$ cat src/rtl/core/cbc_pkg.sv
package cbc_pkg;

    localparam int ADDR_W     = 15;
    localparam int DATA_W     = 8;
    localparam int ROM_BANK_W = 9;
    localparam int RAM_BANK_W = 4;
    localparam int CLK_SEL_W  = 4;
    localparam int RAM_SIZE_W = 18;
    localparam int CFG_DATA_W = 18;

    // Configuration register indexes
    typedef logic [1:0] cfg_index_t;
    localparam cfg_index_t CFG_CART_KIND     = 2'd0;
    localparam cfg_index_t CFG_ROM_SIZE_CODE = 2'd1;
    localparam cfg_index_t CFG_RAM_SIZE      = 2'd2;
    localparam cfg_index_t CFG_RUMBLE_EN     = 2'd3;

    // Cartridge type codes
    localparam logic [7:0] KIND_MBC1_FIRST = 8'h01;
    localparam logic [7:0] KIND_MBC1_LAST  = 8'h03;
    localparam logic [7:0] KIND_MBC2_A     = 8'h05;
    localparam logic [7:0] KIND_MBC2_B     = 8'h06;
    localparam logic [7:0] KIND_MBC3_A     = 8'h10;
    localparam logic [7:0] KIND_MBC3_B     = 8'h13;
    localparam logic [7:0] KIND_MBC5_FIRST = 8'h19;
    localparam logic [7:0] KIND_MBC5_LAST  = 8'h1E;

    // Control area split into 8 KB regions by address bits 14:13
    typedef logic [1:0] region_t;
    localparam region_t REGION_RAM_EN   = 2'd0;
    localparam region_t REGION_ROM_BANK = 2'd1;
    localparam region_t REGION_RAM_BANK = 2'd2;
    localparam region_t REGION_MODE     = 2'd3;

    // Data codes
    localparam logic [7:0] RAM_EN_KEY    = 8'h0A;
    localparam logic [7:0] RAM_DIS_KEY   = 8'h00;
    localparam logic [7:0] CLK_SEL_FIRST = 8'h08;
    localparam logic [7:0] CLK_SEL_END   = 8'h0D;

    typedef struct packed {
        logic [7:0]            cart_kind;
        logic [3:0]            rom_size_code;
        logic [RAM_SIZE_W-1:0] ram_size_bytes;
        logic                  rumble_enable;
    } cfg_t;

    typedef struct packed {
        logic [RAM_BANK_W-1:0] ram_bank;
        logic                  ram_enabled;
        logic [CLK_SEL_W-1:0]  clock_select;
        logic                  ram_banking_mode;
    } bank_state_t;

    typedef struct packed {
        logic clock_latch;
        logic rumble_valid;
        logic rumble_on;
    } pulse_t;

endpackage

$ cat src/rtl/core/cbc_write_if.sv
interface cbc_write_if;
    import cbc_pkg::*;

    logic              valid;
    logic              ready;
    logic [ADDR_W-1:0] write_addr;
    logic [DATA_W-1:0] write_data;

    modport source (output valid, output write_addr, output write_data, input ready);
    modport sink   (input valid, input write_addr, input write_data, output ready);
endinterface

$ cat src/rtl/core/cbc_map_if.sv
interface cbc_map_if;
    import cbc_pkg::*;

    logic                  valid;
    logic                  ready;
    logic [ROM_BANK_W-1:0] rom_bank_out;
    logic [RAM_BANK_W-1:0] ram_bank_out;
    logic                  ram_enabled_out;
    logic [CLK_SEL_W-1:0]  clock_select_out;
    logic                  ram_banking_mode_out;
    logic                  clock_latch_pulse;
    logic                  rumble_valid;
    logic                  rumble_on;

    modport source (
        output valid, output rom_bank_out, output ram_bank_out, output ram_enabled_out,
        output clock_select_out, output ram_banking_mode_out, output clock_latch_pulse,
        output rumble_valid, output rumble_on, input ready
    );
    modport sink (
        input valid, input rom_bank_out, input ram_bank_out, input ram_enabled_out,
        input clock_select_out, input ram_banking_mode_out, input clock_latch_pulse,
        input rumble_valid, input rumble_on, output ready
    );
endinterface

$ cat src/rtl/core/cbc_cfg_regs.sv
module cbc_cfg_regs (
    input  logic                           clk,
    input  logic                           rst_n,
    input  logic                           cfg_wr_en,
    input  cbc_pkg::cfg_index_t            cfg_index,
    input  logic [cbc_pkg::CFG_DATA_W-1:0] cfg_wdata,
    output cbc_pkg::cfg_t                  cfg
);
    import cbc_pkg::*;

    cfg_t cfg_reg;

    always_ff @(posedge clk or negedge rst_n)
    begin
        if (!rst_n)
        begin
            cfg_reg <= '0;
        end
        else if (cfg_wr_en)
        begin
            unique case (cfg_index)
                CFG_CART_KIND:     cfg_reg.cart_kind      <= cfg_wdata[7:0];
                CFG_ROM_SIZE_CODE: cfg_reg.rom_size_code  <= cfg_wdata[3:0];
                CFG_RAM_SIZE:      cfg_reg.ram_size_bytes <= cfg_wdata[RAM_SIZE_W-1:0];
                CFG_RUMBLE_EN:     cfg_reg.rumble_enable  <= cfg_wdata[0];
                default: ;
            endcase
        end
    end

    assign cfg = cfg_reg;

endmodule

$ cat src/rtl/core/cbc_update.sv
module cbc_update #(
    parameter int MAX_ROM_BANK_BITS = 9
) (
    input  cbc_pkg::cfg_t                  cfg,
    input  logic [MAX_ROM_BANK_BITS-1:0]   rom_bank,
    input  cbc_pkg::bank_state_t           state,
    input  logic [cbc_pkg::ADDR_W-1:0]     write_addr,
    input  logic [cbc_pkg::DATA_W-1:0]     write_data,
    output logic [MAX_ROM_BANK_BITS-1:0]   rom_bank_next,
    output cbc_pkg::bank_state_t           state_next,
    output cbc_pkg::pulse_t                pulse_next
);
    import cbc_pkg::*;

    typedef enum logic [2:0] {
        FAM_NONE,
        FAM_MBC1,
        FAM_MBC2,
        FAM_MBC3,
        FAM_MBC5
    } family_t;

    family_t               family;
    region_t               region;
    logic [ROM_BANK_W-1:0] wrap_mask;
    logic [ROM_BANK_W-1:0] rb;
    logic [ROM_BANK_W-1:0] b;
    logic [RAM_BANK_W-1:0] mbc5_bank;
    bank_state_t           st;
    pulse_t                p;

    // 0x2000 * bank < RAM size
    function automatic logic ram_fits(input logic [7:0] bank,
                                      input logic [RAM_SIZE_W-1:0] size);
        return {bank, 13'b0} < {3'b0, size};
    endfunction

    always_comb
    begin
        unique case (cfg.cart_kind) inside
            [KIND_MBC1_FIRST:KIND_MBC1_LAST]: family = FAM_MBC1;
            KIND_MBC2_A, KIND_MBC2_B:         family = FAM_MBC2;
            KIND_MBC3_A, KIND_MBC3_B:         family = FAM_MBC3;
            [KIND_MBC5_FIRST:KIND_MBC5_LAST]: family = FAM_MBC5;
            default:                          family = FAM_NONE;
        endcase
    end

    // Bank count is a power of two; codes of 8 and up cover every 9-bit bank.
    always_comb
    begin
        if (cfg.rom_size_code >= 4'd8)
            wrap_mask = '1;
        else
            wrap_mask = ROM_BANK_W'((10'd2 << cfg.rom_size_code[2:0]) - 10'd1);
    end

    assign region    = write_addr[14:13];
    assign rb        = ROM_BANK_W'(rom_bank);
    assign mbc5_bank = cfg.rumble_enable ? {1'b0, write_data[2:0]} : write_data[3:0];

    always_comb
    begin
        b  = rb;
        st = state;
        p  = '0;
        case (family)
            FAM_MBC1:
            begin
                case (region)
                    REGION_ROM_BANK:
                    begin
                        b = {1'b0, rb[7:5], write_data[4:0]} & wrap_mask;
                        if (b == '0)
                            b = ROM_BANK_W'(1);
                    end
                    REGION_RAM_BANK:
                    begin
                        if (!state.ram_banking_mode)
                            b = {1'b0, write_data[2:0], rb[4:0]} & wrap_mask;
                        else if (ram_fits(write_data, cfg.ram_size_bytes))
                            st.ram_bank = write_data[3:0];
                    end
                    REGION_MODE: st.ram_banking_mode = write_data[0];
                    default: ;
                endcase
            end
            FAM_MBC2:
            begin
                if (region == REGION_ROM_BANK)
                    b = {5'b0, write_data[3:0]};
            end
            FAM_MBC3:
            begin
                case (region)
                    REGION_RAM_EN:
                    begin
                        if (write_data == RAM_EN_KEY)
                            st.ram_enabled = 1'b1;
                        else if (write_data == RAM_DIS_KEY)
                            st.ram_enabled = 1'b0;
                    end
                    REGION_ROM_BANK:
                    begin
                        b = {2'b0, write_data[6:0]} & wrap_mask;
                        if (b == '0)
                            b = ROM_BANK_W'(1);
                    end
                    REGION_RAM_BANK:
                    begin
                        if (write_data < CLK_SEL_FIRST)
                        begin
                            st.clock_select = '0;
                            if (ram_fits({4'b0, write_data[3:0]}, cfg.ram_size_bytes))
                                st.ram_bank = write_data[3:0];
                        end
                        else if (write_data < CLK_SEL_END)
                        begin
                            st.clock_select = write_data[3:0];
                        end
                    end
                    default: p.clock_latch = 1'b1;
                endcase
            end
            FAM_MBC5:
            begin
                case (region)
                    REGION_RAM_EN:
                    begin
                        if (cfg.ram_size_bytes != '0)
                        begin
                            if (write_data == RAM_EN_KEY)
                                st.ram_enabled = 1'b1;
                            else if (write_data == RAM_DIS_KEY)
                                st.ram_enabled = 1'b0;
                        end
                    end
                    REGION_ROM_BANK:
                    begin
                        // 0x2000-0x2FFF low eight bits, 0x3000-0x3FFF bit eight
                        if (!write_addr[12])
                            b = {rb[8], write_data} & wrap_mask;
                        else
                            b = {write_data[0], rb[7:0]} & wrap_mask;
                    end
                    REGION_RAM_BANK:
                    begin
                        p.rumble_valid = cfg.rumble_enable;
                        p.rumble_on    = cfg.rumble_enable & write_data[3];
                        if (state.ram_enabled
                            && ram_fits({4'b0, mbc5_bank}, cfg.ram_size_bytes))
                            st.ram_bank = mbc5_bank;
                    end
                    default: ;
                endcase
            end
            default: ;
        endcase
    end

    assign rom_bank_next = b[MAX_ROM_BANK_BITS-1:0];
    assign state_next    = st;
    assign pulse_next    = p;

endmodule

$ cat src/rtl/core/cartridge_bank_controller.sv
// Path: input register, then result register; a held result with bank_map.ready low
// blocks the move between them. Throughput: one write per cycle while no such stall
// holds; the mapping registers update in the cycle that moves an item into the result
// register, so back-to-back writes see each other.
// Reset: rst_n clears the configuration to zero, sets ROM bank to 1 and the RAM
// bank, RAM enable, clock select and banking mode to 0; no item is held.
module cartridge_bank_controller #(
    parameter int MAX_ROM_BANK_BITS = 9
) (
    input  logic                           clk,
    input  logic                           rst_n,
    input  logic                           cfg_wr_en,
    input  cbc_pkg::cfg_index_t            cfg_index,
    input  logic [cbc_pkg::CFG_DATA_W-1:0] cfg_wdata,
    cbc_write_if.sink                      cpu_wr,
    cbc_map_if.source                      bank_map
);
    import cbc_pkg::*;

    cfg_t                         cfg;

    logic                         s1_valid_reg;
    logic [ADDR_W-1:0]            s1_addr_reg;
    logic [DATA_W-1:0]            s1_data_reg;

    logic                         out_valid_reg;
    pulse_t                       pulse_reg;
    pulse_t                       pulse_next;

    logic [MAX_ROM_BANK_BITS-1:0] rom_bank_reg;
    logic [MAX_ROM_BANK_BITS-1:0] rom_bank_next;
    bank_state_t                  state_reg;
    bank_state_t                  state_next;

    logic                         out_load;
    logic                         in_fire;

    cbc_cfg_regs u_cfg (
        .clk       (clk),
        .rst_n     (rst_n),
        .cfg_wr_en (cfg_wr_en),
        .cfg_index (cfg_index),
        .cfg_wdata (cfg_wdata),
        .cfg       (cfg)
    );

    cbc_update #(
        .MAX_ROM_BANK_BITS (MAX_ROM_BANK_BITS)
    ) u_update (
        .cfg           (cfg),
        .rom_bank      (rom_bank_reg),
        .state         (state_reg),
        .write_addr    (s1_addr_reg),
        .write_data    (s1_data_reg),
        .rom_bank_next (rom_bank_next),
        .state_next    (state_next),
        .pulse_next    (pulse_next)
    );

    assign out_load     = s1_valid_reg && (!out_valid_reg || bank_map.ready);
    assign cpu_wr.ready = !s1_valid_reg || out_load;
    assign in_fire      = cpu_wr.valid && cpu_wr.ready;

    always_ff @(posedge clk or negedge rst_n)
    begin
        if (!rst_n)
        begin
            s1_valid_reg  <= 1'b0;
            out_valid_reg <= 1'b0;
            rom_bank_reg  <= MAX_ROM_BANK_BITS'(1);
            state_reg     <= '0;
        end
        else
        begin
            if (cpu_wr.ready)
                s1_valid_reg <= cpu_wr.valid;
            if (out_load)
            begin
                out_valid_reg <= 1'b1;
                rom_bank_reg  <= rom_bank_next;
                state_reg     <= state_next;
            end
            else if (bank_map.ready)
            begin
                out_valid_reg <= 1'b0;
            end
        end
    end

    always_ff @(posedge clk)
    begin
        if (in_fire)
        begin
            s1_addr_reg <= cpu_wr.write_addr;
            s1_data_reg <= cpu_wr.write_data;
        end
        if (out_load)
            pulse_reg <= pulse_next;
    end

    // Mapping state only changes on out_load, so it doubles as the result register.
    assign bank_map.valid                = out_valid_reg;
    assign bank_map.rom_bank_out         = ROM_BANK_W'(rom_bank_reg);
    assign bank_map.ram_bank_out         = state_reg.ram_bank;
    assign bank_map.ram_enabled_out      = state_reg.ram_enabled;
    assign bank_map.clock_select_out     = state_reg.clock_select;
    assign bank_map.ram_banking_mode_out = state_reg.ram_banking_mode;
    assign bank_map.clock_latch_pulse    = pulse_reg.clock_latch;
    assign bank_map.rumble_valid         = pulse_reg.rumble_valid;
    assign bank_map.rumble_on            = pulse_reg.rumble_on;

`ifndef SYNTH
    a_ready_when_empty: assert property (@(posedge clk) disable iff (!rst_n)
        !out_valid_reg |-> cpu_wr.ready)
        else $error("input stalled while result register empty");

    a_s1_held: assert property (@(posedge clk) disable iff (!rst_n)
        s1_valid_reg && !out_load |=> s1_valid_reg)
        else $error("staged item dropped");

    a_pulse_exclusive: assert property (@(posedge clk) disable iff (!rst_n)
        out_valid_reg |-> !(pulse_reg.clock_latch && pulse_reg.rumble_valid)
                          && (pulse_reg.rumble_valid || !pulse_reg.rumble_on))
        else $error("inconsistent pulse flags");

    a_clock_select_range: assert property (@(posedge clk) disable iff (!rst_n)
        state_reg.clock_select == '0
        || (state_reg.clock_select >= 4'd8 && state_reg.clock_select <= 4'd12))
        else $error("clock select out of range");
`endif

endmodule
$ cat src/flat_wrapper.sv
// flat-port wrapper written by rule: the top's interface ports become plain ports
module cartridge_bank_controller_flat import cbc_pkg::*;
#(
    parameter int MAX_ROM_BANK_BITS = 9
)
  (clk, rst_n, cfg_wr_en, cfg_index, cfg_wdata, cpu_wr_valid, cpu_wr_write_addr, cpu_wr_write_data, cpu_wr_ready, bank_map_valid, bank_map_rom_bank_out, bank_map_ram_bank_out, bank_map_ram_enabled_out, bank_map_clock_select_out, bank_map_ram_banking_mode_out, bank_map_clock_latch_pulse, bank_map_rumble_valid, bank_map_rumble_on, bank_map_ready);
  cbc_write_if cpu_wr_i ();
  cbc_map_if bank_map_i ();
  input  logic clk;
  input  logic rst_n;
  input  logic cfg_wr_en;
  input  cbc_pkg::cfg_index_t cfg_index;
  input  logic [cbc_pkg::CFG_DATA_W-1:0] cfg_wdata;
  input wire logic [$bits(cpu_wr_i.valid)-1:0] cpu_wr_valid;
  input wire logic [$bits(cpu_wr_i.write_addr)-1:0] cpu_wr_write_addr;
  input wire logic [$bits(cpu_wr_i.write_data)-1:0] cpu_wr_write_data;
  output wire logic [$bits(cpu_wr_i.ready)-1:0] cpu_wr_ready;
  output wire logic [$bits(bank_map_i.valid)-1:0] bank_map_valid;
  output wire logic [$bits(bank_map_i.rom_bank_out)-1:0] bank_map_rom_bank_out;
  output wire logic [$bits(bank_map_i.ram_bank_out)-1:0] bank_map_ram_bank_out;
  output wire logic [$bits(bank_map_i.ram_enabled_out)-1:0] bank_map_ram_enabled_out;
  output wire logic [$bits(bank_map_i.clock_select_out)-1:0] bank_map_clock_select_out;
  output wire logic [$bits(bank_map_i.ram_banking_mode_out)-1:0] bank_map_ram_banking_mode_out;
  output wire logic [$bits(bank_map_i.clock_latch_pulse)-1:0] bank_map_clock_latch_pulse;
  output wire logic [$bits(bank_map_i.rumble_valid)-1:0] bank_map_rumble_valid;
  output wire logic [$bits(bank_map_i.rumble_on)-1:0] bank_map_rumble_on;
  input wire logic [$bits(bank_map_i.ready)-1:0] bank_map_ready;
  assign cpu_wr_i.valid = cpu_wr_valid;
  assign cpu_wr_i.write_addr = cpu_wr_write_addr;
  assign cpu_wr_i.write_data = cpu_wr_write_data;
  assign cpu_wr_ready = cpu_wr_i.ready;
  assign bank_map_valid = bank_map_i.valid;
  assign bank_map_rom_bank_out = bank_map_i.rom_bank_out;
  assign bank_map_ram_bank_out = bank_map_i.ram_bank_out;
  assign bank_map_ram_enabled_out = bank_map_i.ram_enabled_out;
  assign bank_map_clock_select_out = bank_map_i.clock_select_out;
  assign bank_map_ram_banking_mode_out = bank_map_i.ram_banking_mode_out;
  assign bank_map_clock_latch_pulse = bank_map_i.clock_latch_pulse;
  assign bank_map_rumble_valid = bank_map_i.rumble_valid;
  assign bank_map_rumble_on = bank_map_i.rumble_on;
  assign bank_map_i.ready = bank_map_ready;
  cartridge_bank_controller #(.MAX_ROM_BANK_BITS(MAX_ROM_BANK_BITS)) u_core (.clk(clk), .rst_n(rst_n), .cfg_wr_en(cfg_wr_en), .cfg_index(cfg_index), .cfg_wdata(cfg_wdata), .cpu_wr(cpu_wr_i), .bank_map(bank_map_i));
endmodule
$ cat config.mk
export PLATFORM = sky130hd
export DESIGN_NAME = cartridge_bank_controller_flat
export DESIGN_NICKNAME = d
export VERILOG_FILES = /design/src/rtl/core/cbc_pkg.sv /design/src/rtl/core/cbc_write_if.sv /design/src/rtl/core/cbc_map_if.sv /design/src/rtl/core/cbc_cfg_regs.sv /design/src/rtl/core/cbc_update.sv /design/src/rtl/core/cartridge_bank_controller.sv /design/src/flat_wrapper.sv
export SDC_FILE = /design/constraint.sdc
export NUM_CORES = 1
export LEC_CHECK = 0
export ABC_AREA = 1
export BUFFER_PORTS_ARGS = -buffer_cell sky130_fd_sc_hd__buf_2
export CAP_MARGIN = 20
export CORE_AREA = 2 2 107 109
export CTS_BUF_LIST = sky130_fd_sc_hd__clkbuf_8 sky130_fd_sc_hd__clkbuf_16
export DETAILED_ROUTE_END_ITERATION = 16
export DIE_AREA = 0 0 109 111
export HOLD_SLACK_MARGIN = 0.05
export PLACE_DENSITY = 0.59
export SLEW_MARGIN = 15
export SYNTH_ARGS = -nofsm -noshare
export SYNTH_HDL_FRONTEND = slang
export SYNTH_SLANG_ARGS = --single-unit
$ cat constraint.sdc
create_clock -name clk -period 2 [get_ports clk]
set_clock_uncertainty 0.1 [all_clocks]
set_input_delay 0.1 -clock clk [delete_from_list [all_inputs] [get_ports clk]]
set_output_delay 0.1 -clock clk [all_outputs]
set_load 0.01 [all_outputs]
# Yosys cells after proc, flatten, opt, wreduce, memory -nomap -nowiden
# Cells that the tools add are included.
[classes] n_addsub=1 n_reduce_logical=33 shifts=1 magnitude_cmp=10 n_bitwise=6 n_mux=32 eq_ne=31
[ops] op="9-bit 2-to-1 mux" count=8
[ops] op="4-bit 2-to-1 mux" count=11
[ops] op="17-bit by 18-bit < comparator with 1-bit output" count=2
[ops] op="9-bit case mux with 4 select lines" count=1
[ops] op="21-bit by 18-bit < comparator with 1-bit output" count=1
[ops] op="8-bit by 9-bit AND with 9-bit output" count=2
[ops] op="9-bit AND" count=2
[ops] op="9-bit zero test" count=2
[ops] op="9-bit case mux with 2 select lines" count=1
[ops] op="18-bit nonzero test" count=1
[ops] op="8-bit by 3-bit equality test with 1-bit output (second input constant)" count=2
[ops] op="8-bit by 5-bit equality test with 1-bit output (second input constant)" count=2
[ops] op="8-bit by 4-bit < comparator with 1-bit output (second input constant)" count=2
[ops] op="2-bit != test (second input constant)" count=8
[ops] op="2-bit by 1-bit != test with 1-bit output (second input constant)" count=6
[ops] op="3-bit case mux with 4 select lines" count=1
[ops] op="4-bit case mux with 3 select lines" count=1
[ops] op="10-bit AND reduction" count=1
[ops] op="2-bit AND reduction" count=5
[ops] op="7-bit by 9-bit AND with 9-bit output" count=1
[ops] op="2-bit by 3-bit << shifter with 9-bit output (first input constant)" count=1
[ops] op="9-bit by 1-bit subtractor with 9-bit output (second input constant)" count=1
[ops] op="2-bit equality test (second input constant)" count=4
[ops] op="8-bit by 4-bit equality test with 1-bit output (second input constant)" count=1
[ops] op="other kinds (28)" count=47
[word_totals] reg_bits=78

# Logic depth before layout (Yosys ltp)
# Gate-level depths: netlist of the first run.
[depth] word_depth=8 depth_mapped=15 depth_no_buf=14

# Cells and area by module
# From an unflattened synthesis of the first run, not the netlist that was laid out.
[unflattened] cells_unflattened=630 hier_area_um2=4835.9
[modules_own_cells] module="cbc_update" area_per_inst_um2=1880.6 cells_each=370 n_inst=1
[modules_own_cells] module="cartridge_bank_controller" area_per_inst_um2=1622.8 cells_each=119 n_inst=1
[modules_own_cells] module="cbc_cfg_regs" area_per_inst_um2=1332.5 cells_each=141 n_inst=1

# Worst setup path after synthesis of the first run
# OpenSTA, ideal clock, no wires.
[synth_timing] path_kind="reg-to-reg" start="register u_core.u_cfg.cfg_reg, in the netlist u_core.u_cfg.cfg[20]" end="register with a tool-made name" arrival_ns=1.660 stages_incl_launch_ff=15 path_slack_ns=0.179 period_less_slack_ns=1.821 n_path_buf=1 path_cell_list="dfrtp_1 -> buf_2 -> nor2_1 -> nand2_1 -> ha_1 -> nand2_1 -> nand2_1 -> nand2_1 -> nor2_1 -> nand3_1 -> o21ai_1 -> nand2_1 -> nand3_1 -> nand2_1 -> nand2_1"
[synth_rtl] element="from (decl)" line="cbc_cfg_regs.sv:11" rtl="cfg_t cfg_reg;"

# Final worst setup path of the first run
[layout_timing] start="register u_core.s1_data_reg[3]" end="register u_core.state_reg, in the netlist u_core.bank_map.ram_bank_out[0]"
[layout_between] elab_chain_len=5 word_cells_on_any_way=11
[layout_rtl] element="from (decl)" line="cartridge_bank_controller.sv:24" rtl="logic [DATA_W-1:0] s1_data_reg;"
[layout_rtl] element="from (signal assigned)" line="cartridge_bank_controller.sv:95" rtl="s1_data_reg <= cpu_wr.write_data;"
[layout_rtl] element="4-bit 2-to-1 mux" line="cbc_update.sv:60" rtl="assign mbc5_bank = cfg.rumble_enable ? {1'b0, write_data[2:0]} : write_data[3:0];"
[layout_rtl] element="17-bit by 18-bit < comparator with 1-bit output" line="cbc_update.sv:35" rtl="return {bank, 13'b0} < {3'b0, size};"
[layout_rtl] element="1-bit logical AND" line="cbc_update.sv:151" rtl="&& ram_fits({4'b0, mbc5_bank}, cfg.ram_size_bytes))"
[layout_rtl] element="2-bit != test (no source line)"
[layout_rtl] element="10-bit AND reduction (no source line) *"
[layout_rtl] element="to (signal assigned)" line="cartridge_bank_controller.sv:81" rtl="state_reg <= state_next;"
[layout_rtl] element="to (decl)" line="cartridge_bank_controller.sv:32" rtl="bank_state_t state_reg;"
# Every way passes the cells marked *; elsewhere a longest branch is shown, timed or not.
# A chain may end at the register's enable or synchronous reset.

==> impl_metrics.yaml, run 1 <==
cts:
  clk_path_buf_depth: 2
  clock_sinks: 66
  clk_latency_ns: 0.34
  cts.clk_slew.worst_paths_ns: 0.06
  cts-htree-levels: 3
  clockRootBuffer: "clkbuf_16"
  cts_tree: "yes"
  cts-buffers-inserted: 9
die:
  die_x_um: 109
  dieArea_mm2: 0.0121
  io_pins: 72
  die_h_um: 111
  rows: 39
  initial_core_util_pct: 33.6
  fp.coreArea_mm2: 0.0111
synthesis:
  yosys_register_bits: 66
  syn_nets: 532
  ys_seq_area_share_pct: 46.3
  synth_cells: 477
  synth_ff_type: "dfrtp_1"
  ys_async_sr_fraction_pct: 78.8
  synthesis.area_mm2: 0.00372
  synth-edff-count: 14
  synth_largest_area_cell: "dfrtp_1"
  synth_top_area_share_pct: 34.3
  synth_cell_type_count: 34
  synth.most_common_cell: "nand2_1"
  synth_area_leaders: "dfrtp_1 (34%), nand2_1 (15%), edfxtp_1 (11%), inv_1 (5.3%), o21ai_0 (5.2%)"
  yosysWarningCount: 0
  avgSynthCellArea_um2: 7.81
  synth_commonest_cells: "nand2_1 (144), inv_1 (53), dfrtp_1 (51), nor2_1 (41), o21ai_0 (39)"
power_and_ir_drop:
  internal-power_mw: 3.30
  power_frac_seq_pct: 38.1
  ir_drop_uv: 400
  sw_frac_of_total_pct: 32.4
  p_sw_mw: 1.58
  p_leak_nw: 2.53
  p_per_area_mw_per_mm2: 933
  power_mw: 4.88
  power_frac_clock_pct: 33.8
  p_comb_share_pct: 28.1
worst_setup_path:
  max_stage_delay_ns: 0.47
  crit_type: "reg -> reg"
  reg2reg_setup_slack_ns: 0.08
  r2r-start: "u_core.s1_data_reg[3]"
  critPathCaptureType: "flip-flop"
  path_max_fanout: 5
  critPathTopFamily: "simple AND/OR/NAND/NOR gates"
  cp-start-kind: "flip-flop"
  crit_buf_inv: 1
  reg2reg_depth: 9
  slowest_stage: "edfxtp_1"
  r2r-end: "u_core.bank_map.ram_bank_out[0]"
  crit_chain: "ha_4 > nand2_1 > nor2_1 > nand4_1 > a21oi_2 > nor2_4 > buf_4 > nand4_1 > nand2_1"
  required_ns: 2.12
  cp.arrival_ns: 2.05
timing:
  fin_crit_ns: 1.92
  slew_headroom_pct: 65.2
  rsz0062_at_grt: "true"
  setup_violations: 0
  worstMarginPinSlew_ns: 0.522
  timing_max_transition_violations_final: 0
  tns_ns: 0
  fmax_ghz: 0.520
  hold_viol: 0
  period_share_pct: 96.2
detailed_routing:
  drt_iter0_drc: 197
  route.detailed.drc: 0
  wl_per_cell_um: 13.6
  first_pass_iters: 4
  ant_nets: 0
  routed_via_density: 4.87
  vias: 3673
  drt-total-wl_um: 10200
place:
  dp_hpwl_um: 7440
  gp_congestion: 0.886
  io_buffers: 59
grt:
  gr-total-overflow: 0
  track_usage_pct: 18.1
  grt_pass1_vias: 3675
  grt_first_pass_wirelength_um: 17200
  grt_antenna_before_repair: 0
  grt_max_degree: 33
finish:
  syn2layout_area_growth_pct: 40.3
  fin_nets: 661
  diodes: 0
  largest_register_ffs: 31
  drive_above_1_share_pct: 27.3
status:
  status: "complete, no violations"
job:
  max_cap_viol_count: 0
worst_hold_path:
  min_path_type: "in -> async"
layer usage:
metal | share of wire (%) | global-route usage (%)
met5 | 0 | 0
met4 | 2.2 | 7.52
met3 | 3.7 | 3.76
met2 | 49 | 28.6
met1 | 45 | 23.9
layout make-up:
class / count / area (um^2)
Fill cell: 1081 / 5850
Multi-Input combinational cell: 346 / 1880
Sequential cell: 66 / 1720
Timing Repair Buffer: 128 / 922
Clock buffer: 11 / 264
Inverter: 55 / 210
Tap cell: 143 / 179
Clock inverter: 5 / 51.3
per-stage QoR:
stage               util [%]  hold WS [ns]  area (um^2)  std cells  worst slack (ns)
global placement        38.8       -0.0128         4300        691            0.0798
global route            47.2         0.195         5230        754           -0.0604
floorplan                  -        -0.296         3720        477             0.179
detailed placement      38.8       -0.0110         4300        691           0.00221
finish                  47.2         0.160         5230        754            0.0767
CTS                     45.0         0.164         4990        744           0.00752
worst max path at each step:
stage	endpoint	depth (start not counted)	from
6_report	u_core.bank_map.ram_bank_out[0]	9	u_core.s1_data_reg[3]
5_1_grt	flip-flop	14	u_core.u_cfg.cfg[20]
4_1_cts	u_core.bank_map.rom_bank_out[3]	13	u_core.u_cfg.cfg[20]
3_5_place_dp	u_core.bank_map.rom_bank_out[3]	13	u_core.u_cfg.cfg[19]
3_3_place_gp	flip-flop	13	u_core.u_cfg.cfg[19]
2_1_floorplan	flip-flop	14	u_core.u_cfg.cfg[20]
worst reg2reg max path: cells and delay by family (launching register included):
family	cells	cell delay (ns)
flops	1	0.47
buf+inv	1	0.13
fa+ha+maj	1	0.33
simple gates	6	0.55
compound gates	1	0.22
cells by family after synthesis:
| group | synth area share [%] |
|---|---|
| adders and majority gates | 2.35 |
| DFF | 46.3 |
| and+or+nand+nor | 30.8 |
| AOI/OAI and AO/OA | 12.2 |
| buffers and inverters | 7.22 |
| muxes | 1.21 |
layout by cell type, fill, tap and decap left out, types with 2 or more instances in the layout:
cell type,synthesis,routed
o21ai_0,39,36
nand3_1,33,29
o21ai_2,2,3
nand2_1,144,132
mux2_2,4,4
o211ai_1,6,6
o21ai_1,2,4
nor2_4,2,5
nand4_1,11,11
edfxtp_1,14,14
nand2_2,3,15
clkinv_1,2,2
nand3_2,3,7
or2_2,2,2
nor2_2,5,4
clkbuf_16,0,10
o2111ai_1,7,7
nor2_1,41,39
ha_1,7,3
buf_2,2,59
o21a_1,2,2
ha_4,0,4
nor3_1,6,6
dlygate4sd3_1,0,37
nor4_1,4,4
a21oi_1,17,12
inv_1,53,49
buf_4,0,30
inv_2,0,5
dfrtp_1,51,51
a21oi_2,1,6
power groups by stage:
stage / sequential (mW) / combinational [mW] / clock (mW)
after global routing: 1.90 / 1.55 / 1.74
final: 1.86 / 1.37 / 1.65
after detailed placement: 1.87 / 1.16 / 0
after global placement: 1.86 / 1.13 / 0
after floorplan: 1.88 / 0.703 / 0
after CTS: 1.85 / 1.23 / 1.67
repair_timing:
| action | 4_1_cts | 5_1_grt |
|---|---|---|
| pin swaps | 0 | 19 |
| setup buffers | 0 | 10 |
| gates resized for setup | 1 | 41 |
| setup endpoints to repair | 1 | 13 |
| hold buffers | 37 | 0 |
| endpoints found under the hold margin | 63 | 0 |
Power figures use the tool's default switching activity.
==> run 2, diff against run 1 <==
--- a/config.mk
+++ b/config.mk
@@ -11,3 +11,3 @@
 export CORE_AREA = 2 2 107 109
-export CTS_BUF_LIST = sky130_fd_sc_hd__clkbuf_8 sky130_fd_sc_hd__clkbuf_16
+export CTS_BUF_LIST = sky130_fd_sc_hd__clkbuf_4
 export DETAILED_ROUTE_END_ITERATION = 16
--- a/constraint.sdc
+++ b/constraint.sdc
@@ -4,2 +4,2 @@
 set_output_delay 0.1 -clock clk [all_outputs]
-set_load 0.01 [all_outputs]
+set_load 0.1 [all_outputs]
==> run 2 against run 1 <==
  * Worst hold slack lost 0.044 ns
  * Critical path depth shrank 4
  * Design area shrank 2.7%
  * Non-clock buffer count grew 4
  * Setup slack gained 0.014 ns
  * Clock power shrank 53%
  * Via count grew 0.41%
  * Final cell count grew 0.53%
  * Critical endpoint is now u_core.s1_valid_reg
  * Utilization shrank 1.3 points
  * First-iteration DRC count shrank 26%
  * Largest power group is now combinational cells
==> impl_metrics.yaml, run 2 (synthesis results as in run 1) <==
status:
  status: "complete, no violations"
grt:
  track_usage_pct: 17.9
  grt_first_pass_wirelength_um: 16800
  gr-total-overflow: 0
  grt_max_degree: 27
  grt_antenna_before_repair: 0
  grt_pass1_vias: 3632
place:
  gp_congestion: 0.932
  dp_slack_ns: -0.00273
  dp_hpwl_um: 7540
  placed_cells_incl_taps: 691
  postPlaceCellArea_mm2: 0.00433
  io_buffers: 59
job:
  max_cap_viol_count: 0
finish:
  final_core_util_pct: 45.9
  layout_common_cells: "nand2_1 (134), buf_2 (59), dfrtp_1 (50)"
  diodes: 0
  largest_register_ffs: 31
  final_common_cell: "nand2_1"
  design_area_mm2: 0.00508
  final_cell_count_no_fill: 758
  syn2layout_area_growth_pct: 36.5
  fin_nets: 665
  drive_above_1_share_pct: 28.1
timing:
  fin_crit_ns: 1.91
  fin_hold_ws_ns: 0.117
  timing_max_transition_violations_final: 0
  setup_violations: 0
  fmax_ghz: 0.524
  tns_ns: 0
  slew_headroom_pct: 55.4
  layout_setup_ws_ns: 0.0905
  rsz0062_at_grt: "true"
  worstMarginPinSlew_ns: 0.667
  period_share_pct: 95.5
  hold_viol: 0
detailed_routing:
  vias: 3688
  first_pass_iters: 4
  ant_nets: 0
  routed_via_density: 4.87
  drt_iter0_drc: 146
  route.detailed.drc: 0
  wl_per_cell_um: 13.5
  drt-total-wl_um: 10200
worst_setup_path:
  critPathCaptureType: "flip-flop"
  r2r-start: "u_core.s1_valid_reg"
  cp.arrival_ns: 2.14
  crit_type: "reg -> reg"
  r2r-end: "u_core.s1_valid_reg"
  reg2reg_depth: 5
  path_max_fanout: 3
  reg2reg_setup_slack_ns: 0.09
  required_ns: 2.23
  cp-start-kind: "flip-flop"
die:
  rows: 39
  die_h_um: 111
  fp.coreArea_mm2: 0.0111
  dieArea_mm2: 0.0121
  io_pins: 72
  initial_core_util_pct: 33.6
  die_x_um: 109
cts:
  clk_path_buf_depth: 2
  cts.clk_slew.worst_paths_ns: 0.12
  cts_tree: "yes"
  clock_sinks: 66
  cts-buffers-inserted: 9
  cts-htree-levels: 3
  clk_latency_ns: 0.43
  clockRootBuffer: "clkbuf_4"
power_and_ir_drop:
  power_mw: 4.88
  p_leak_nw: 2.45
  p_per_area_mw_per_mm2: 960
  ir_drop_uv: 455
worst_hold_path:
  min_path_type: "in -> async"
-- run 2: area by class of cell --
cell class                      count  area (um^2)
Sequential cell                    66         1720
Inverter                           55          211
Fill cell                        1098         5990
Timing Repair Buffer              132          957
Tap cell                          143          179
Multi-Input combinational cell    346         1900
Clock buffer                       11         82.6
Clock inverter                      5         30.0
-- run 2: power by group --
group | switching (mW) | total, mW | internal (mW)
Combinational | 1.64 | 2.25 | 0.604
Sequential | 0.227 | 1.86 | 1.63
Clock | 0.499 | 0.778 | 0.280
Total | 2.37 | 4.88 | 2.51
-- run 2: repair_timing --
item                       4_1_cts  5_1_grt
setup endpoints to repair        2       14
hold buffers                    39        0
setup buffers                    0       12
pin swaps                        0       26
gates resized for setup          1       47
hold endpoints to repair        68        0
-- run 2: worst max-delay path by stage --
stage                                         start                              end  slack, ns
2_1_floorplan  u_core.bank_map.ram_banking_mode_out  u_core.bank_map.ram_bank_out[0]       0.09
3_3_place_gp                   u_core.u_cfg.cfg[19]                        flip-flop       0.08
3_5_place_dp                   u_core.u_cfg.cfg[19]  u_core.bank_map.rom_bank_out[3]     -0.003
4_1_cts                        u_core.u_cfg.cfg[19]  u_core.bank_map.rom_bank_out[3]      0.008
5_1_grt                        u_core.u_cfg.cfg[20]                        flip-flop      -0.06
6_report                        u_core.s1_valid_reg              u_core.s1_valid_reg       0.09
-- run 2: critical path, cell delays in order, from the launching register on --
cell	delay, ns
dfrtp_1	0.41
nand3_4	0.09
nand2_1	0.08
dlygate4sd3_1	0.55
nand2_1	0.04
dlygate4sd3_1	0.54
-- run 2: metal layers --
| metal | vias up | part of all wire [%] | GRT usage, % |
|---|---|---|---|
| li1 | 1855 | - | - |
| met1 | 1727 | 45 | 23.0 |
| met2 | 92 | 49 | 28.7 |
| met3 | 14 | 4.5 | 4.35 |
| met4 | 0 | 1.8 | 6.84 |
| met5 | - | 0 | 0 |
==> run 3, diff against run 2 <==
Settings changed: MAX_ROUTING_LAYER set to met4, SKIP_LAST_GASP set to 1.
==> run 3 against run 2 <==
  * Worst hold slack worse by 0.047 ns
  * Non-clock buffer count is 5 higher
  * Global-route usage hardly changed
  * Clock-buffer cell count is 1 lower
  * Combinational power hardly changed
  * Routed wire length is 1.1% higher
  * Design area is 1.5% higher
  * Power is 5.3% higher
  * Final cell count is 0.66% higher
  * Via count is 1.5% higher
  * First-iteration DRC count is 37% higher
==> impl_metrics.yaml, run 3 (synthesis results as in run 1) <==
power_and_ir_drop:
  power_frac_clock_pct: 20.1
  p_sw_mw: 2.38
  internal-power_mw: 2.76
  p_per_area_mw_per_mm2: 996
  power_frac_seq_pct: 36.0
  sw_frac_of_total_pct: 46.3
  p_leak_nw: 2.51
  p_comb_share_pct: 43.9
  ir_drop_uv: 514
finish:
  final_core_util_pct: 46.6
  syn2layout_area_growth_pct: 38.6
  drive_above_1_share_pct: 28.2
  largest_register_ffs: 31
  diodes: 0
  layout_common_cells: "nand2_1 (135), buf_2 (59), dfrtp_1 (50)"
  fin_nets: 670
  final_common_cell: "nand2_1"
  design_area_mm2: 0.00516
die:
  rows: 39
  die_x_um: 109
  io_pins: 72
  die_h_um: 111
  initial_core_util_pct: 33.6
  dieArea_mm2: 0.0121
  fp.coreArea_mm2: 0.0111
cts:
  clk_path_buf_depth: 2
  cts_tree: "yes"
  clockRootBuffer: "clkbuf_4"
  cts-htree-levels: 3
  clk_latency_ns: 0.44
  clock_sinks: 66
  cts-buffers-inserted: 9
  cts.clk_slew.worst_paths_ns: 0.12
timing:
  setup_violations: 0
  fin_crit_ns: 1.93
  fmax_ghz: 0.518
  slew_headroom_pct: 61.4
  worstMarginPinSlew_ns: 0.577
  period_share_pct: 96.5
  timing_max_transition_violations_final: 0
  hold_viol: 0
  fin_hold_ws_ns: 0.0695
  rsz0062_at_grt: "true"
detailed_routing:
  first_pass_iters: 5
  drt_iter0_drc: 200
  routed_via_density: 4.90
  drt-total-wl_um: 10300
  route.detailed.drc: 0
  ant_nets: 0
  vias: 3742
  wl_per_cell_um: 13.5
grt:
  grt_antenna_before_repair: 0
  track_usage_pct: 17.9
  grt_first_pass_wirelength_um: 16300
  grt_max_degree: 31
  grt_pass1_vias: 3546
  gr-total-overflow: 0
place:
  io_buffers: 59
  postPlaceCellArea_mm2: 0.00433
  dp_hpwl_um: 7600
  gp_congestion: 0.872
job:
  max_cap_viol_count: 0
worst_setup_path:
  critPathCaptureType: "flip-flop"
  required_ns: 2.23
  crit_type: "reg -> reg"
  slowest_stage: "dfrtp_1"
  crit_buf_inv: 1
  cp-start-kind: "flip-flop"
  path_max_fanout: 7
  critPathTopFamily: "simple AND/OR/NAND/NOR gates"
  cpMostUsedCell: "nand2_1"
  crit_chain: "nor2_1 > nand2_2 > nor3_4 > o211ai_1 > o21a_1 > nand2_4 > clkinvlp_4 > nand2_1 > nand2_1"
  cp.arrival_ns: 2.16
  max_stage_delay_ns: 0.42
status:
  status: "complete, no violations"
worst_hold_path:
  min_path_type: "in -> async"
[run 3: power groups by stage]
stage | Combinational [mW] | Clock [mW] | Sequential (mW)
2_1_floorplan | 0.721 | 0 | 2.72
3_3_place_gp | 2.01 | 0 | 1.86
3_5_place_dp | 2.04 | 0 | 1.87
4_1_cts | 2.10 | 1.07 | 1.84
5_1_grt | 2.43 | 1.12 | 1.89
6_report | 2.26 | 1.03 | 1.85
[run 3: final timing paths]
check	start	endpoint	slack, ns	cells after the start
max	u_core.u_cfg.cfg[28]	u_core.bank_map.rom_bank_out[2]	0.07	9
min	rst_n	u_core.u_cfg.cfg[10]	0.07	2
max reg2reg	u_core.u_cfg.cfg[28]	u_core.bank_map.rom_bank_out[2]	0.07	9
min reg2reg	flip-flop	flip-flop	0.38	2
max in group asynchronous	rst_n	u_core.bank_map.rom_bank_out[7]	1.17	3
min in group clk	cpu_wr_write_data[1]	u_core.s1_data_reg[1]	0.27	2
[run 3: cell type report]
cell class	instances	area, um^2
Tap cell	143	179
Clock inverter	6	88.8
Timing Repair Buffer	137	993
Fill cell	1086	5920
Sequential cell	66	1720
Clock buffer	10	75.1
Inverter	55	210
Multi-Input combinational cell	346	1890
[run 3: stage by stage]
stage | std cells | power [mW] | setup WS (ns) | TNS (ns)
global route | 763 | 5.43 | -0.0477 | -0.233
global placement | 691 | 3.87 | 0.0785 | 0
floorplan | 477 | 3.44 | 0.0869 | 0
detailed placement | 691 | 3.90 | 0.0240 | 0
finish | 763 | 5.14 | 0.0706 | 0
CTS | 744 | 5.01 | 0.0220 | 0
[run 3: repair_timing]
item | 4_1_cts | 5_1_grt
setup endpoints to repair | 1 | 19
pin swaps | 0 | 21
gates resized for setup | 1 | 40
endpoints found under the hold margin | 96 | 0
hold buffers | 37 | 0
buffers inserted | 0 | 19
[run 3: per-layer routing]
| layer | wire length (um) | GRT usage, % | share of wire (%) |
|---|---|---|---|
| met2 | 4900 | 27.8 | 47 |
| met3 | 478 | 2.94 | 4.6 |
| met5 | 0 | - | 0 |
| met4 | 267 | 8.29 | 2.6 |
| met1 | 4680 | 22.7 | 45 |
